===== config.mk =====
export PLATFORM = sky130hd
export DESIGN_NAME = fbrf_walk
export DESIGN_NICKNAME = d
export VERILOG_FILES = /design/src/hw/rtl/fbrf_pkg.sv /design/src/hw/rtl/fbrf_walk.sv
export SDC_FILE = /design/constraint.sdc
export NUM_CORES = 1
export LEC_CHECK = 0
export BUFFER_PORTS_ARGS = -buffer_cell sky130_fd_sc_hd__buf_2
export CORE_MARGIN = 3
export CORE_UTILIZATION = 60
export CTS_CLUSTER_DIAMETER = 200
export DETAILED_ROUTE_END_ITERATION = 6
export PLACE_DENSITY = 0.82
export SETUP_SLACK_MARGIN = 0.3
export SYNTH_ARGS = -nofsm -noshare
export SYNTH_HDL_FRONTEND = slang
export SYNTH_SLANG_ARGS = --single-unit

===== constraint.sdc =====
create_clock -name clock -period 20.7 [get_ports clock]
set_clock_uncertainty 0.15 [all_clocks]
set_input_delay 4.14 -clock clock [delete_from_list [all_inputs] [get_ports clock]]
set_output_delay 4.14 -clock clock [all_outputs]
set_load 0.05 [all_outputs]

===== src/hw/rtl/fbrf_pkg.sv =====
package fbrf_pkg;

   localparam int COLOR_W   = 16;
   localparam int COORD_W   = 16;
   localparam int MODE_W    = 2;
   localparam int CSR_W     = 9;
   localparam int CSR_IDX_W = 1;
   localparam int RECT_W    = 3;

   // command codes
   localparam logic [MODE_W-1:0] MODE_WRITE = 2'd0;
   localparam logic [MODE_W-1:0] MODE_READ  = 2'd1;
   localparam logic [MODE_W-1:0] MODE_FILL  = 2'd2;
   localparam logic [MODE_W-1:0] MODE_FRAME = 2'd3;

   // rectangle pass order for a framed fill
   localparam logic [RECT_W-1:0] RECT_MAIN   = 3'd0;
   localparam logic [RECT_W-1:0] RECT_LEFT   = 3'd1;
   localparam logic [RECT_W-1:0] RECT_BOTTOM = 3'd2;
   localparam logic [RECT_W-1:0] RECT_RIGHT  = 3'd3;
   localparam logic [RECT_W-1:0] RECT_TOP    = 3'd4;

   // register indexes
   localparam logic [CSR_IDX_W-1:0] CSR_MAP_WIDTH  = 1'b0;
   localparam logic [CSR_IDX_W-1:0] CSR_MAP_HEIGHT = 1'b1;

   localparam logic [CSR_W-1:0] MAP_SIZE_RESET = 9'd256;

   typedef struct packed {
      logic [COLOR_W-1:0] edge_color;
      logic [COLOR_W-1:0] fill_color;
      logic [COORD_W-1:0] border_width;
      logic [COORD_W-1:0] row_end;
      logic [COORD_W-1:0] row_start;
      logic [COORD_W-1:0] col_end;
      logic [COORD_W-1:0] col_start;
      logic [MODE_W-1:0]  mode;
   } cmd_type;

   typedef struct packed {
      logic               valid;
      logic [COLOR_W-1:0] color;
   } done_type;

   typedef struct packed {
      logic we;
      logic re;
   } mem_ctl_type;

endpackage


===== src/hw/rtl/fbrf_walk.sv =====
module fbrf_walk #(
   parameter int MAX_WIDTH  = 256,
   parameter int MAX_HEIGHT = 256,
   localparam int CW    = $clog2(MAX_WIDTH + 1),
   localparam int HW    = $clog2(MAX_HEIGHT + 1),
   localparam int DEPTH = MAX_WIDTH * MAX_HEIGHT,
   localparam int AW    = (DEPTH > 1) ? $clog2(DEPTH) : 1
) (
   input  logic                         clock,
   input  logic                         reset,
   input  logic                         cmd_valid,
   output logic                         cmd_ready,
   input  fbrf_pkg::cmd_type            cmd,
   input  logic [CW-1:0]                eff_w,
   input  logic [HW-1:0]                eff_h,
   output fbrf_pkg::done_type           done,
   input  logic                         done_ready,
   output fbrf_pkg::mem_ctl_type        mem_ctl,
   output logic [AW-1:0]                mem_addr,
   output logic [fbrf_pkg::COLOR_W-1:0] mem_wdata,
   input  logic [fbrf_pkg::COLOR_W-1:0] mem_rdata
);
   import fbrf_pkg::*;

   localparam int XW = (MAX_WIDTH > 1) ? $clog2(MAX_WIDTH) : 1;
   localparam int YW = (MAX_HEIGHT > 1) ? $clog2(MAX_HEIGHT) : 1;

   localparam logic [2:0] ST_IDLE   = 3'd0;
   localparam logic [2:0] ST_BOUNDS = 3'd1;
   localparam logic [2:0] ST_CLIP   = 3'd2;
   localparam logic [2:0] ST_WALK   = 3'd3;
   localparam logic [2:0] ST_RDWAIT = 3'd4;
   localparam logic [2:0] ST_DONE   = 3'd5;

   logic [2:0]         state_ff, state_in;
   logic [RECT_W-1:0]  k_ff, k_in;
   logic [RECT_W-1:0]  last_k_ff, last_k_in;
   logic [MODE_W-1:0]  mode_ff, mode_in;
   logic [COORD_W-1:0] c0_ff, c0_in, c1_ff, c1_in, r0_ff, r0_in, r1_ff, r1_in;
   logic [COORD_W-1:0] t_ff, t_in;
   logic [COLOR_W-1:0] fcol_ff, fcol_in, ecol_ff, ecol_in;
   logic [COORD_W-1:0] rc0_ff, rc0_in, rc1_ff, rc1_in, rr0_ff, rr0_in, rr1_ff, rr1_in;
   logic [COLOR_W-1:0] rcolor_ff, rcolor_in;
   logic [XW-1:0]      col_ff, col_in, cstart_ff, cstart_in, cend_ff, cend_in;
   logic [YW-1:0]      row_ff, row_in, rend_ff, rend_in;
   logic [AW-1:0]      base_ff, base_in;
   logic [COLOR_W-1:0] rd_ff, rd_in;

   // shared bound adder
   logic [COORD_W-1:0] add_a, add_res;
   logic               add_sub;
   // clip
   logic [COORD_W-1:0] w16, h16;
   logic               skip;
   logic [YW+CW-1:0]   prod;
   logic               single;

   assign w16    = COORD_W'(eff_w);
   assign h16    = COORD_W'(eff_h);
   assign skip   = (rc1_ff < rc0_ff) || (rr1_ff < rr0_ff) || (rc0_ff >= w16) || (rr0_ff >= h16);
   assign prod   = {{CW{1'b0}}, YW'(rr0_ff)} * {{YW{1'b0}}, eff_w};
   assign single = (mode_ff == MODE_WRITE) || (mode_ff == MODE_READ);

   always_comb begin
      case (k_ff)
         RECT_LEFT:   add_a = c0_ff;
         RECT_BOTTOM: add_a = r1_ff;
         RECT_RIGHT:  add_a = c1_ff;
         RECT_TOP:    add_a = r0_ff;
         default:     add_a = c0_ff;
      endcase
      add_sub = (k_ff == RECT_BOTTOM) || (k_ff == RECT_RIGHT);
      add_res = add_sub ? add_a - t_ff : add_a + t_ff;
   end

   assign mem_addr  = base_ff + AW'(col_ff);
   assign mem_wdata = rcolor_ff;

   always_comb begin
      state_in  = state_ff;
      k_in      = k_ff;
      last_k_in = last_k_ff;
      mode_in   = mode_ff;
      c0_in     = c0_ff;
      c1_in     = c1_ff;
      r0_in     = r0_ff;
      r1_in     = r1_ff;
      t_in      = t_ff;
      fcol_in   = fcol_ff;
      ecol_in   = ecol_ff;
      rc0_in    = rc0_ff;
      rc1_in    = rc1_ff;
      rr0_in    = rr0_ff;
      rr1_in    = rr1_ff;
      rcolor_in = rcolor_ff;
      col_in    = col_ff;
      cstart_in = cstart_ff;
      cend_in   = cend_ff;
      row_in    = row_ff;
      rend_in   = rend_ff;
      base_in   = base_ff;
      rd_in     = rd_ff;
      cmd_ready = 1'b0;
      mem_ctl   = '0;
      done      = '0;
      done.color = rd_ff;

      case (state_ff)
         ST_IDLE: begin
            cmd_ready = 1'b1;
            if (cmd_valid) begin
               mode_in = cmd.mode;
               c0_in   = cmd.col_start;
               c1_in   = cmd.col_end;
               r0_in   = cmd.row_start;
               r1_in   = cmd.row_end;
               t_in    = cmd.border_width - 16'd1;
               fcol_in = cmd.fill_color;
               ecol_in = cmd.edge_color;
               k_in    = RECT_MAIN;
               rd_in   = '0;
               case (cmd.mode)
                  MODE_FRAME: last_k_in = (cmd.border_width != '0) ? RECT_TOP : RECT_MAIN;
                  MODE_WRITE, MODE_READ, MODE_FILL: last_k_in = RECT_MAIN;
                  default: last_k_in = RECT_MAIN;
               endcase
               state_in = ST_BOUNDS;
            end
         end
         ST_BOUNDS: begin
            rc0_in    = c0_ff;
            rc1_in    = c1_ff;
            rr0_in    = r0_ff;
            rr1_in    = r1_ff;
            rcolor_in = ecol_ff;
            case (k_ff)
               RECT_MAIN: begin
                  rcolor_in = fcol_ff;
                  if (single) begin
                     rc1_in = c0_ff;
                     rr1_in = r0_ff;
                  end
               end
               RECT_LEFT:   rc1_in = add_res;
               RECT_BOTTOM: rr0_in = add_res;
               RECT_RIGHT:  rc0_in = add_res;
               RECT_TOP:    rr1_in = add_res;
               default:     rcolor_in = fcol_ff;
            endcase
            state_in = ST_CLIP;
         end
         ST_CLIP: begin
            if (skip) begin
               if (k_ff == last_k_ff) begin
                  state_in = ST_DONE;
               end else begin
                  k_in     = k_ff + 1'b1;
                  state_in = ST_BOUNDS;
               end
            end else begin
               cstart_in = XW'(rc0_ff);
               col_in    = XW'(rc0_ff);
               cend_in   = (rc1_ff >= w16) ? XW'(eff_w - 1'b1) : XW'(rc1_ff);
               row_in    = YW'(rr0_ff);
               rend_in   = (rr1_ff >= h16) ? YW'(eff_h - 1'b1) : YW'(rr1_ff);
               base_in   = AW'(prod);
               state_in  = ST_WALK;
            end
         end
         ST_WALK: begin
            if (mode_ff == MODE_READ) begin
               mem_ctl.re = 1'b1;
               state_in   = ST_RDWAIT;
            end else begin
               mem_ctl.we = 1'b1;
               if (col_ff == cend_ff) begin
                  col_in = cstart_ff;
                  if (row_ff == rend_ff) begin
                     if (k_ff == last_k_ff) begin
                        state_in = ST_DONE;
                     end else begin
                        k_in     = k_ff + 1'b1;
                        state_in = ST_BOUNDS;
                     end
                  end else begin
                     row_in  = row_ff + 1'b1;
                     base_in = base_ff + AW'(eff_w);
                  end
               end else begin
                  col_in = col_ff + 1'b1;
               end
            end
         end
         ST_RDWAIT: begin
            rd_in    = mem_rdata;
            state_in = ST_DONE;
         end
         ST_DONE: begin
            done.valid = 1'b1;
            if (done_ready) begin
               state_in = ST_IDLE;
            end
         end
         default: state_in = ST_IDLE;
      endcase
   end

   always_ff @(posedge clock) begin
      if (reset) begin
         state_ff <= ST_IDLE;
         k_ff     <= RECT_MAIN;
      end else begin
         state_ff <= state_in;
         k_ff     <= k_in;
      end
   end

   always_ff @(posedge clock) begin
      last_k_ff <= last_k_in;
      mode_ff   <= mode_in;
      c0_ff     <= c0_in;
      c1_ff     <= c1_in;
      r0_ff     <= r0_in;
      r1_ff     <= r1_in;
      t_ff      <= t_in;
      fcol_ff   <= fcol_in;
      ecol_ff   <= ecol_in;
      rc0_ff    <= rc0_in;
      rc1_ff    <= rc1_in;
      rr0_ff    <= rr0_in;
      rr1_ff    <= rr1_in;
      rcolor_ff <= rcolor_in;
      col_ff    <= col_in;
      cstart_ff <= cstart_in;
      cend_ff   <= cend_in;
      row_ff    <= row_in;
      rend_ff   <= rend_in;
      base_ff   <= base_in;
      rd_ff     <= rd_in;
   end

   a_we_re_excl: assert property (@(posedge clock) disable iff (reset)
      !(mem_ctl.we && mem_ctl.re))
      else $error("store written and read in one cycle");

   a_nonread_zero: assert property (@(posedge clock) disable iff (reset)
      (done.valid && mode_ff != MODE_READ) |-> (done.color == '0))
      else $error("non-read command returns a color");

   a_walk_bounds: assert property (@(posedge clock) disable iff (reset)
      (state_ff == ST_WALK) |-> (col_ff <= cend_ff && row_ff <= rend_ff))
      else $error("walk position past clipped rectangle");

   a_rdwait_after_read: assert property (@(posedge clock) disable iff (reset)
      (state_ff == ST_RDWAIT) |-> $past(mem_ctl.re))
      else $error("read data captured without a read");

endmodule


# Yosys cells after proc, flatten, opt, wreduce, memory -nomap -nowiden
# Index checks and enable logic that the tools add are counted.
[totals]
reg_bits = 275
input_bits = 152
out_inout_bits = 52
wordCells = 138
[op_classes]
add_sub_neg = 10
n_mul = 1
order_cmp = 6
eq_ne = 26
mux = 49
n_bitwise = 1
reduce_logical = 22
[op_table]
columns = ["op", "count"]
rows = [
  ["16-bit 2-to-1 mux", 11],
  ["16-bit one-hot mux with 2 select lines", 4],
  ["8-bit 2-to-1 mux", 9],
  ["16-bit by 9-bit >= comparator with 1-bit output", 4],
  ["16-bit one-hot mux with 3 select lines", 1],
  ["3-bit 2-to-1 mux", 14],
  ["16-bit < comparator", 2],
  ["8-bit one-hot mux with 2 select lines", 2],
  ["3-bit one-hot mux with 6 select lines", 1],
  ["16-bit adder", 1],
  ["16-bit by 8-bit adder with 16-bit output", 1],
  ["16-bit by 9-bit adder with 16-bit output", 1],
  ["8-bit by 1-bit adder with 8-bit output (second input constant)", 2],
  ["8-bit == test", 2],
  ["8-bit by 9-bit multiplier with 16-bit output", 1],
  ["2-bit inequality test (second input constant)", 8],
  ["16-bit nonzero test", 1],
  ["16-bit by 1-bit subtractor with 16-bit output (second input constant)", 1],
  ["16-bit subtractor", 1],
  ["8-bit by 1-bit subtractor with 8-bit output (second input constant)", 2],
  ["3-bit by 2-bit == test with 1-bit output (second input constant)", 4],
  ["3-bit == test (second input constant)", 3],
  ["3-bit one-hot mux with 3 select lines", 1],
  ["3-bit by 1-bit == test with 1-bit output (second input constant)", 2],
  ["other kinds (21)", 36],
]

# Logic depth before layout (Yosys ltp)
# Gate-level depths: netlist of the first run.
[depth]
word_depth = 6
depth_mapped = 19
depth_no_buf = 19

# Worst setup path after synthesis of the first run
# OpenSTA, ideal clock, no wires.
[synth_path]
path_kind = "input -> register"
start = "input eff_w[4]"
end = "register base_ff[14], data pin"
setup_ns = 0.273
arrival_time_ns = 7.983
t_required_ns = 20.277
setup_slack_ns = 12.294
stages = 16
path_buffers = 1
path_cell_list = "clkbuf_1 -> inv_1 -> nor2_1 -> fa_1 -> fa_1 -> fa_1 -> inv_1 -> fa_1 -> inv_1 -> ha_1 -> nor3_1 -> a211oi_1 -> a41o_1 -> o41ai_1 -> xor2_1 -> mux2i_1"
[synth_via]
elab_chain_cells = 5
elab_cells_between_ends = 7
cone_classes = "add/sub (1); mul (1); mux (5)"
[synth_rtl]
columns = ["item", "line", "text"]
rows = [
  ["start: declaration", "fbrf_walk.sv:14", "input logic [CW-1:0] eff_w,"],
  ["parallel branches: the longest is 4 deep, another holds 8-bit by 9-bit multiplier with 16-bit output", "--", ""],
  ["16-bit one-hot mux with 2 select lines (*)", "fbrf_walk.sv:108", "case (state_ff)"],
  ["net base_in[14]", "fbrf_walk.sv:46", "logic [AW-1:0] base_ff, base_in;"],
  ["end signal: assignment", "fbrf_walk.sv:238", "base_ff <= base_in;"],
  ["end: declaration", "fbrf_walk.sv:46", ""],
]
# Mark *: on every way through the listed nets, which the timed path passes. The select of a mux whose other input is x is not followed.
# A chain may end at the register's enable or synchronous reset.

# Final worst setup path of the first run
[layout_path]
start = "input eff_w[1]"
end = "register base_ff[15], data pin"
# Same word-level chain as after synthesis.

==> metrics.cfg, run 1 <==
[run_status]
status = complete, no violations

[yosys]
yosysSeqAreaShare = 0.476
yosys-top-cells-area = edfxtp_1 47%, ha_1 11%, fa_1 5.2%
synth_top_area_share = 0.469
syn_area_per_cell_um2 = 11.0
yosysWarnings = 0
ys_top_cells_by_count = 267 x edfxtp_1, 146 x nor2_1, 144 x ha_1, 144 x inv_1, 115 x nand2_1
ys_ff_latch = 273
syn_inst = 1551
netlist_area_mm2 = 0.0171
synth_cell_types = 68
synth_edf_count = 267
synth-main-ff-cell = edfxtp_1
synth_area_leader_cell = edfxtp_1
synth.most_common_cell = edfxtp_1
synthArstFlopShare = 0
synth_nets = 1891

[die]
num_rows = 61
core_mm2 = 0.0279
die_x_um = 175
initial_core_util = 0.612
io-pin-count = 204
die_y_um = 175
fp.dieArea_mm2 = 0.0305

[sta]
final-max-slew-violation-count = 0
finalSetupViolCount = 0
layout_setup_ws_ps = 12320
fin_tns_setup_ps = 0
rsz0062_at_grt = false
worst_pin_slew_ps = 1040
max_slew_margin = 0.307
hold_slack_ps = 377
hold_viol_final = 0
max_freq_mhz = 119
period_share = 0.405
finalCriticalPeriod_ps = 8380

[worst_setup_path]
crit_path_max_fanout = 12
cp-start-kind = input port
cp.required_ps = 20820
path_class = input port to flip-flop
rr_worst_depth = 17
worst_setup_path_end_kind = flip-flop
critical_path_arrival_ps = 8510

[routing]
met1_length_um = 16400
wl_met3_um = 2640
dr_wl_met2_um = 20100
first_pass_iters = 6
drc = 0
initialDrtViolationCount = 1224
drt-vias-per-instance = 5.85
vias = 12600
wl_um = 40200
wire_per_inst_um = 18.6
highest_layer = met4
detail-route-antenna-nets = 0

[power_and_ir_drop]
p_per_area_mw_per_mm2 = 112
peakVddDrop_v = 0.0000853
leakage_nw = 8.27

[finish]
syn_to_final_growth_pct = 14.4
fin_nets = 2097
drive_gt1_frac = 0.176
diodes = 0

[place]
place_ws_ps = 11770
gp_congestion = 0.951
portBuffers = 203
dp_hpwl_um = 30800

[min_path]
hold_path_depth = 2
holdCritPathClass = flip-flop to flip-flop

[grt]
track_usage = 0.259
grt_max_degree = 89
gr-total-overflow = 0
grt_pass1_vias = 12800
grt_pass1_wl_um = 64000
antenna_found_initial = 0

[clock_network]
cts_tree = yes
worstSkewPairLatency_ps = 560
clk_pin_slew_ps = 60
cts_buffers = 28
cts_setup_buffers = 0
clockBufferDepth = 3
ctsRootBufferMaster = clkbuf_16
cts_sinks = 273
cts-htree-levels = 1
hold_buffers = 0
cts_resized = 0

[flow_run]
cap_violations = 0

==> path summary, 6_finish.rpt <==
check | end | from | slack, ps
hold reg to reg | k_ff[1] | k_ff[1] | 380
setup / recovery | base_ff[15] | eff_w[1] | 12320
setup reg to reg | base_ff[15] | rr0_ff[4] | 15610
hold / removal | k_ff[1] | k_ff[1] | 380
==> through the flow <==
stage	cells	area (µm²)	utilization	total power, mW
after detailed placement	2105	18500	0.663	1.65
after global routing	2156	19600	0.700	2.34
after floorplan	1551	17100	-	1.44
after CTS	2156	19600	0.700	2.20
after global placement	2105	18500	0.663	1.61
final	2156	19600	0.700	2.20
==> kinds of logic after synthesis <==
kind of cell	count (synthesis)	share of synthesized area
fa+ha+maj	188	0.157
compound gates	312	0.117
buf+inv	194	0.0438
flops	273	0.476
xor+xnor	118	0.0605
mux	53	0.0335
simple gates	413	0.112
==> power breakdown <==
group / switching, mW / internal (mW) / total (mW)
clock: 0.212 / 0.337 / 0.548
sequential: 0.0631 / 0.739 / 0.802
combinational: 0.518 / 0.331 / 0.849
total: 0.792 / 1.41 / 2.20
==> worst max-delay path, stage by stage <==
cell and delay, ps:
buf_2 130, clkinv_1 340, nor2_1 280, fa_1 450, fa_1 520, fa_1 550, inv_1 60, fa_1 520
inv_1 50, ha_1 330, nor2_1 140, inv_1 60, a21oi_1 140, a21oi_1 70, a41oi_1 290, a21oi_1 120
xnor2_1 200, mux2i_1 110
==> cell usage in the layout (no fill, tap or decap), types with 6 or more instances in the layout <==
master,count
mux2i_1,20
a21boi_0,7
edfxtp_1,267
nand3_1,23
dfxtp_1,6
nor3_1,24
a22oi_1,12
bufinv_16,7
o21ai_1,6
fa_1,44
clkinv_1,14
nand2_1,114
inv_1,144
mux2_2,33
a222oi_1,18
ha_1,144
a21oi_1,80
a211o_1,6
clkbuf_16,28
a31oi_1,9
and3_1,7
or3_1,6
a21o_1,15
buf_2,203
xor2_1,62
and2_1,20
nor2_1,146
buf_4,11
a211oi_1,9
o21ai_0,89
nand4_1,6
nand2b_1,18
nor2b_1,11
xnor2_1,56
nor4_1,18
o21a_1,9
==> per-layer routing <==
metal | vias up | track usage
met1 | 6005 | 0.338
met3 | 74 | 0.0322
met4 | 0 | 0.0745
met5 | - | 0
li1 | 6002 | -
met2 | 522 | 0.456
==> cell type report <==
class,count,area (µm²)
clock inverters,21,314
repair buffers,214,1100
fillers,2067,8380
flip-flops and latches,273,8140
inverters,156,586
clock buffers,30,708
well taps,378,473
multi-input cells,1084,8230
Power figures use the tool's default switching activity.
==> run 2: changes to the inputs <==
Settings changed: CORE_UTILIZATION 60 to 54, PLACE_DENSITY 0.82 to 0.78.
Clock period 20.7 ns to 7.15 ns, I/O delays scaled along.
==> metrics.cfg, run 2 (synthesis gave the netlist of run 1 again) <==
[sta]
max_slew_margin = 0.283  ; -0.0239
finalSetupViolCount = 0  ; unchanged
period_share = 0.789
layout_setup_ws_ps = 1510  ; -10810 ps
final-max-slew-violation-count = 0  ; unchanged
fin_tns_setup_ps = 0  ; unchanged
hold_slack_ps = 377  ; +0.236 ps
finalCriticalPeriod_ps = 5640
worst_pin_slew_ps = 1070  ; +32.4 ps
rsz0062_at_grt = false
hold_viol_final = 0  ; unchanged
max_freq_mhz = 177

[finish]
design_area_mm2 = 0.0194  ; -0.60%
fin_nets = 2097  ; unchanged
final_common_cell = edfxtp_1
syn_to_final_growth_pct = 13.7
mostFrequentLayoutCells = 267 x edfxtp_1, 203 x buf_2, 146 x nor2_1
diodes = 0  ; unchanged
drive_gt1_frac = 0.174  ; -0.00225

[die]
die_x_um = 184  ; +5.2%
initial_core_util = 0.553  ; -0.0589
io-pin-count = 204  ; unchanged
core_mm2 = 0.0309  ; +11%
fp.dieArea_mm2 = 0.0338  ; +11%
die_y_um = 184  ; +5.2%
num_rows = 64  ; +4.9%

[routing]
wl_met3_um = 3500  ; +33%
met1_length_um = 16500  ; +0.58%
highest_layer = met4
wire_per_inst_um = 18.6  ; -0.39%
first_pass_iters = 7  ; +1
initialDrtViolationCount = 1256  ; +2.6%
wl_um = 40400  ; +0.45%
detail-route-antenna-nets = 0  ; unchanged
drc = 6  ; +6
dr_wl_met2_um = 19300  ; -4.1%
drt-vias-per-instance = 5.78  ; -1.2%
vias = 12600  ; -0.33%

[grt]
track_usage = 0.234  ; -0.0246
grt_pass1_vias = 12300  ; -3.2%
grt_pass1_wl_um = 63100  ; -1.4%
grt_max_degree = 82  ; -7.9%
antenna_found_initial = 0  ; unchanged
gr-total-overflow = 0  ; unchanged

[clock_network]
hold_buffers = 0  ; unchanged
cts_buffers = 29  ; +3.6%
worstSkewPairLatency_ps = 550  ; about the same
cts_tree = yes
ctsRootBufferMaster = clkbuf_16
cts-htree-levels = 1  ; unchanged
clk_pin_slew_ps = 60  ; about the same
cts_sinks = 273  ; unchanged
cts_setup_buffers = 0  ; unchanged
cts_resized = 0  ; unchanged
clockBufferDepth = 3  ; unchanged

[power_and_ir_drop]
power.share.switching = 0.371  ; +0.0105
combPwrFrac = 0.395  ; +0.009
leakage_nw = 8.20  ; -0.94%
power.total_mw = 6.16  ; +180%
p_per_area_mw_per_mm2 = 317  ; +180%
peakVddDrop_v = 0.000230  ; +170%
power_switching_mw = 2.29  ; +190%
seqPwrFrac = 0.378  ; +0.013
clkPwrFrac = 0.227  ; -0.022
p_int_mw = 3.88  ; +180%

[worst_setup_path]
worst_setup_path_end_kind = flip-flop
cp-start-kind = input port
critical_path_arrival_ps = 5780  ; -2730 ps
path_class = input port to flip-flop
cp.required_ps = 7280  ; -13540 ps
crit_path_max_fanout = 12  ; unchanged

[place]
dp_hpwl_um = 31000  ; +0.52%
place_ws_ps = 969  ; -10800 ps
portBuffers = 203  ; unchanged
post_dp_cell_area_mm2 = 0.0185  ; +0.11%
gp_congestion = 0.926  ; -2.6%

[run_status]
failed_checks = design-rule violations
status = complete, but fails checks

[flow_run]
cap_violations = 0  ; unchanged

[min_path]
holdCritPathClass = flip-flop to flip-flop

-- run 2: cell count changes in the layout (fill, tap and decap cells not counted), moves of 2 or more --
| cell | delta |
|---|---|
| bufinv_16 | -6 |
| clkbuf_1 | +2 |
| inv_6 | +2 |
| clkinvlp_4 | +2 |
| clkinv_2 | -2 |
| clkinv_1 | +2 |
-- run 2: worst paths after layout --
| check | slack [ps] | startpoint | end | depth (start not counted) |
|---|---|---|---|---|
| setup / recovery | 1510 | eff_w[1] | base_ff[14] | 16 |
| hold / removal | 380 | k_ff[1] | k_ff[1] | 2 |
| setup reg to reg | 2080 | rr0_ff[4] | base_ff[14] | 15 |
| hold reg to reg | 380 | k_ff[1] | k_ff[1] | 2 |
-- run 2: layout make-up --
type                    instances  area, µm²
fillers                      2450      11500
clock inverters                19        143
inverters                     156        586
repair buffers                213       1090
flip-flops and latches        273       8140
clock buffers                  33        741
well taps                     396        495
multi-input cells            1084       8240
-- run 2: power by group through the flow --
stage          sequential [mW]  combinational [mW]  clock (mW)
4_1_cts                   2.32                2.43        1.43
3_3_place_gp              2.35                2.32           0
3_5_place_dp              2.36                2.41           0
5_1_grt                   2.35                2.75        1.49
6_report                  2.33                2.44        1.40
2_1_floorplan             2.40                1.77           0
-- run 2: metal layers --
layer,track usage,vias to the layer above
li1,-,6001
met1,0.312,5902
met2,0.390,572
met3,0.0481,87
met4,0.0705,0
met5,0,-
-- run 2: worst max-delay path, cell delays in order --
cell	delay, ps
buf_2	140
clkinv_1	350
nor2_1	280
fa_1	450
fa_1	530
fa_1	540
inv_1	50
fa_1	520
inv_1	40
ha_1	240
nor3_1	220
a211oi_1	130
a41o_1	270
o41ai_1	330
xor2_1	170
mux2i_1	80
-- run 2: through the flow --
step | cells | utilization
after floorplan | 1551 | -
after global placement | 2122 | 0.600
after detailed placement | 2122 | 0.600
after CTS | 2174 | 0.629
after global routing | 2174 | 0.629
final | 2174 | 0.629
==> run 3: changes to the inputs <==
Settings changed: CORE_UTILIZATION 54 to 60, PLACE_DENSITY 0.78 to 0.82.
Clock period 7.15 ns to 5.92 ns, I/O delays scaled along.
==> metrics.cfg, run 3 (synthesis gave the netlist of run 1 again) <==
[sta]
worst_pin_slew_ps = 1120  ; +52.7 ps
layout_setup_ws_ps = 760  ; -745 ps
finalCriticalPeriod_ps = 5160
finalSetupViolCount = 0  ; unchanged
fin_tns_setup_ps = 0  ; unchanged
max_slew_margin = 0.248  ; -0.0355
hold_viol_final = 0  ; unchanged
period_share = 0.872
hold_slack_ps = 381  ; +3.72 ps
rsz0062_at_grt = false
final-max-slew-violation-count = 0  ; unchanged
max_freq_mhz = 194

[clock_network]
cts_setup_buffers = 0  ; unchanged
clk_pin_slew_ps = 60  ; about the same
cts-htree-levels = 1  ; unchanged
worstSkewPairLatency_ps = 560  ; about the same
ctsRootBufferMaster = clkbuf_16
clockBufferDepth = 3  ; unchanged
hold_buffers = 0  ; unchanged
cts_buffers = 28  ; -3.4%
cts_resized = 0  ; unchanged
cts_sinks = 273  ; unchanged
cts_tree = yes

[die]
io-pin-count = 204  ; unchanged
die_x_um = 175  ; -5.0%
num_rows = 61  ; -4.7%
die_y_um = 175  ; -5.0%
core_mm2 = 0.0279  ; -9.6%
fp.dieArea_mm2 = 0.0305  ; -9.7%
initial_core_util = 0.612  ; +0.0589

[grt]
grt_pass1_wl_um = 65900  ; +4.3%
track_usage = 0.269  ; +0.0353
grt_pass1_vias = 12900  ; +4.7%
antenna_found_initial = 0  ; unchanged
grt_max_degree = 82  ; unchanged
gr-total-overflow = 0  ; unchanged

[worst_setup_path]
cp-start-kind = input port
critical_path_arrival_ps = 5280  ; -500 ps
crit_chain = buf_2, inv_1, nor2_1, fa_1, fa_1, fa_1, inv_1, fa_1, inv_1, ha_1, nor2_1, inv_1, a21oi_1, a21oi_1, a41oi_1, a21oi_1, xnor2_1, mux2i_1
crit_family = adder cells
cpMaxStageDelayCell = fa_1
max_stage_delay_ps = 560  ; +20 ps
worst_setup_path_end_kind = flip-flop
cp_num_buf_inv = 5  ; +1
path_class = input port to flip-flop
cp.required_ps = 6040  ; -1240 ps
crit_path_max_fanout = 8  ; -4

[routing]
initialDrtViolationCount = 1145  ; -8.8%
met1_length_um = 16900  ; +2.5%
detail-route-antenna-nets = 0  ; unchanged
dr_wl_met2_um = 20400  ; +5.8%
highest_layer = met4
drc = 0  ; -6
wl_met3_um = 2980  ; -15%
drt-vias-per-instance = 5.86  ; +1.4%
wl_um = 41600  ; +3.2%
vias = 12700  ; +1.1%
first_pass_iters = 6  ; -1
wire_per_inst_um = 19.2  ; +3.4%

[flow_run]
cap_violations = 0  ; unchanged

[power_and_ir_drop]
p_per_area_mw_per_mm2 = 386  ; +22%
peakVddDrop_v = 0.000263  ; +14%
leakage_nw = 8.27  ; +0.93%
power.total_mw = 7.55  ; +23%

[place]
post_dp_cell_area_mm2 = 0.0186  ; +0.32%
place_ws_ps = 217  ; -751 ps
dp_hpwl_um = 31900  ; +3.0%
gp_congestion = 0.971  ; +4.8%
portBuffers = 203  ; unchanged
place_inst = 2116  ; -0.28%

[finish]
fin_nets = 2108  ; +0.52%
design_area_mm2 = 0.0195  ; +0.54%
fillers = 2077  ; -15%
final_common_cell = edfxtp_1
layoutNonFillerInstCount = 2168  ; -0.28%
syn_to_final_growth_pct = 14.3
drive_gt1_frac = 0.181  ; +0.00721
fin_util = 0.699  ; +0.0707
mostFrequentLayoutCells = 267 x edfxtp_1, 203 x buf_2, 146 x nor2_1
diodes = 0  ; unchanged

[run_status]
status = complete, no violations

[min_path]
holdCritPathClass = flip-flop to flip-flop

[run 3: changes by cell type in the layout (fill, tap and decap cells not counted), moves of 2 or more]
cell,before,now
buf_4,10,22
bufinv_16,1,3
clkbuf_1,4,2
clkinv_2,3,7
clkinv_4,3,0
clkinvlp_4,3,5
inv_6,3,1
[run 3: report_power, final]
| part | internal [mW] | switching, mW | total (mW) |
|---|---|---|---|
| combinational | 1.16 | 1.82 | 2.98 |
| sequential | 2.59 | 0.230 | 2.82 |
| clock | 1.00 | 0.752 | 1.76 |
[run 3: per-layer routing]
metal	vias to the layer above	global-route usage
met5	-	0
met4	0	0.0971
met3	106	0.0448
met2	536	0.466
met1	6033	0.344
li1	6027	-
[run 3: path summary, 6_finish.rpt]
kind / from / end / slack [ps] / cells after the start
min: k_ff[1] / k_ff[1] / 380 / 2
min reg2reg: k_ff[1] / k_ff[1] / 380 / 2
max reg2reg: rr0_ff[7] / base_ff[15] / 840 / 17
max: eff_w[4] / base_ff[15] / 760 / 18
[run 3: final cells by class]
class / count / area, µm² / share of cell area
Timing Repair Buffer: 225 / 1180 / 0.0605
Clock inverter: 22 / 220 / 0.0113
Tap cell: 378 / 473 / 0.0242
Inverter: 156 / 586 / 0.0300
Multi-Input combinational cell: 1084 / 8230 / 0.421
Clock buffer: 30 / 708 / 0.0362
Sequential cell: 273 / 8140 / 0.417
[run 3: worst min-delay path, cell delays in order (launching register included)]
cell and delay [ps]:
dfxtp_1 350, nand2_1 80, o2bb2ai_1 60
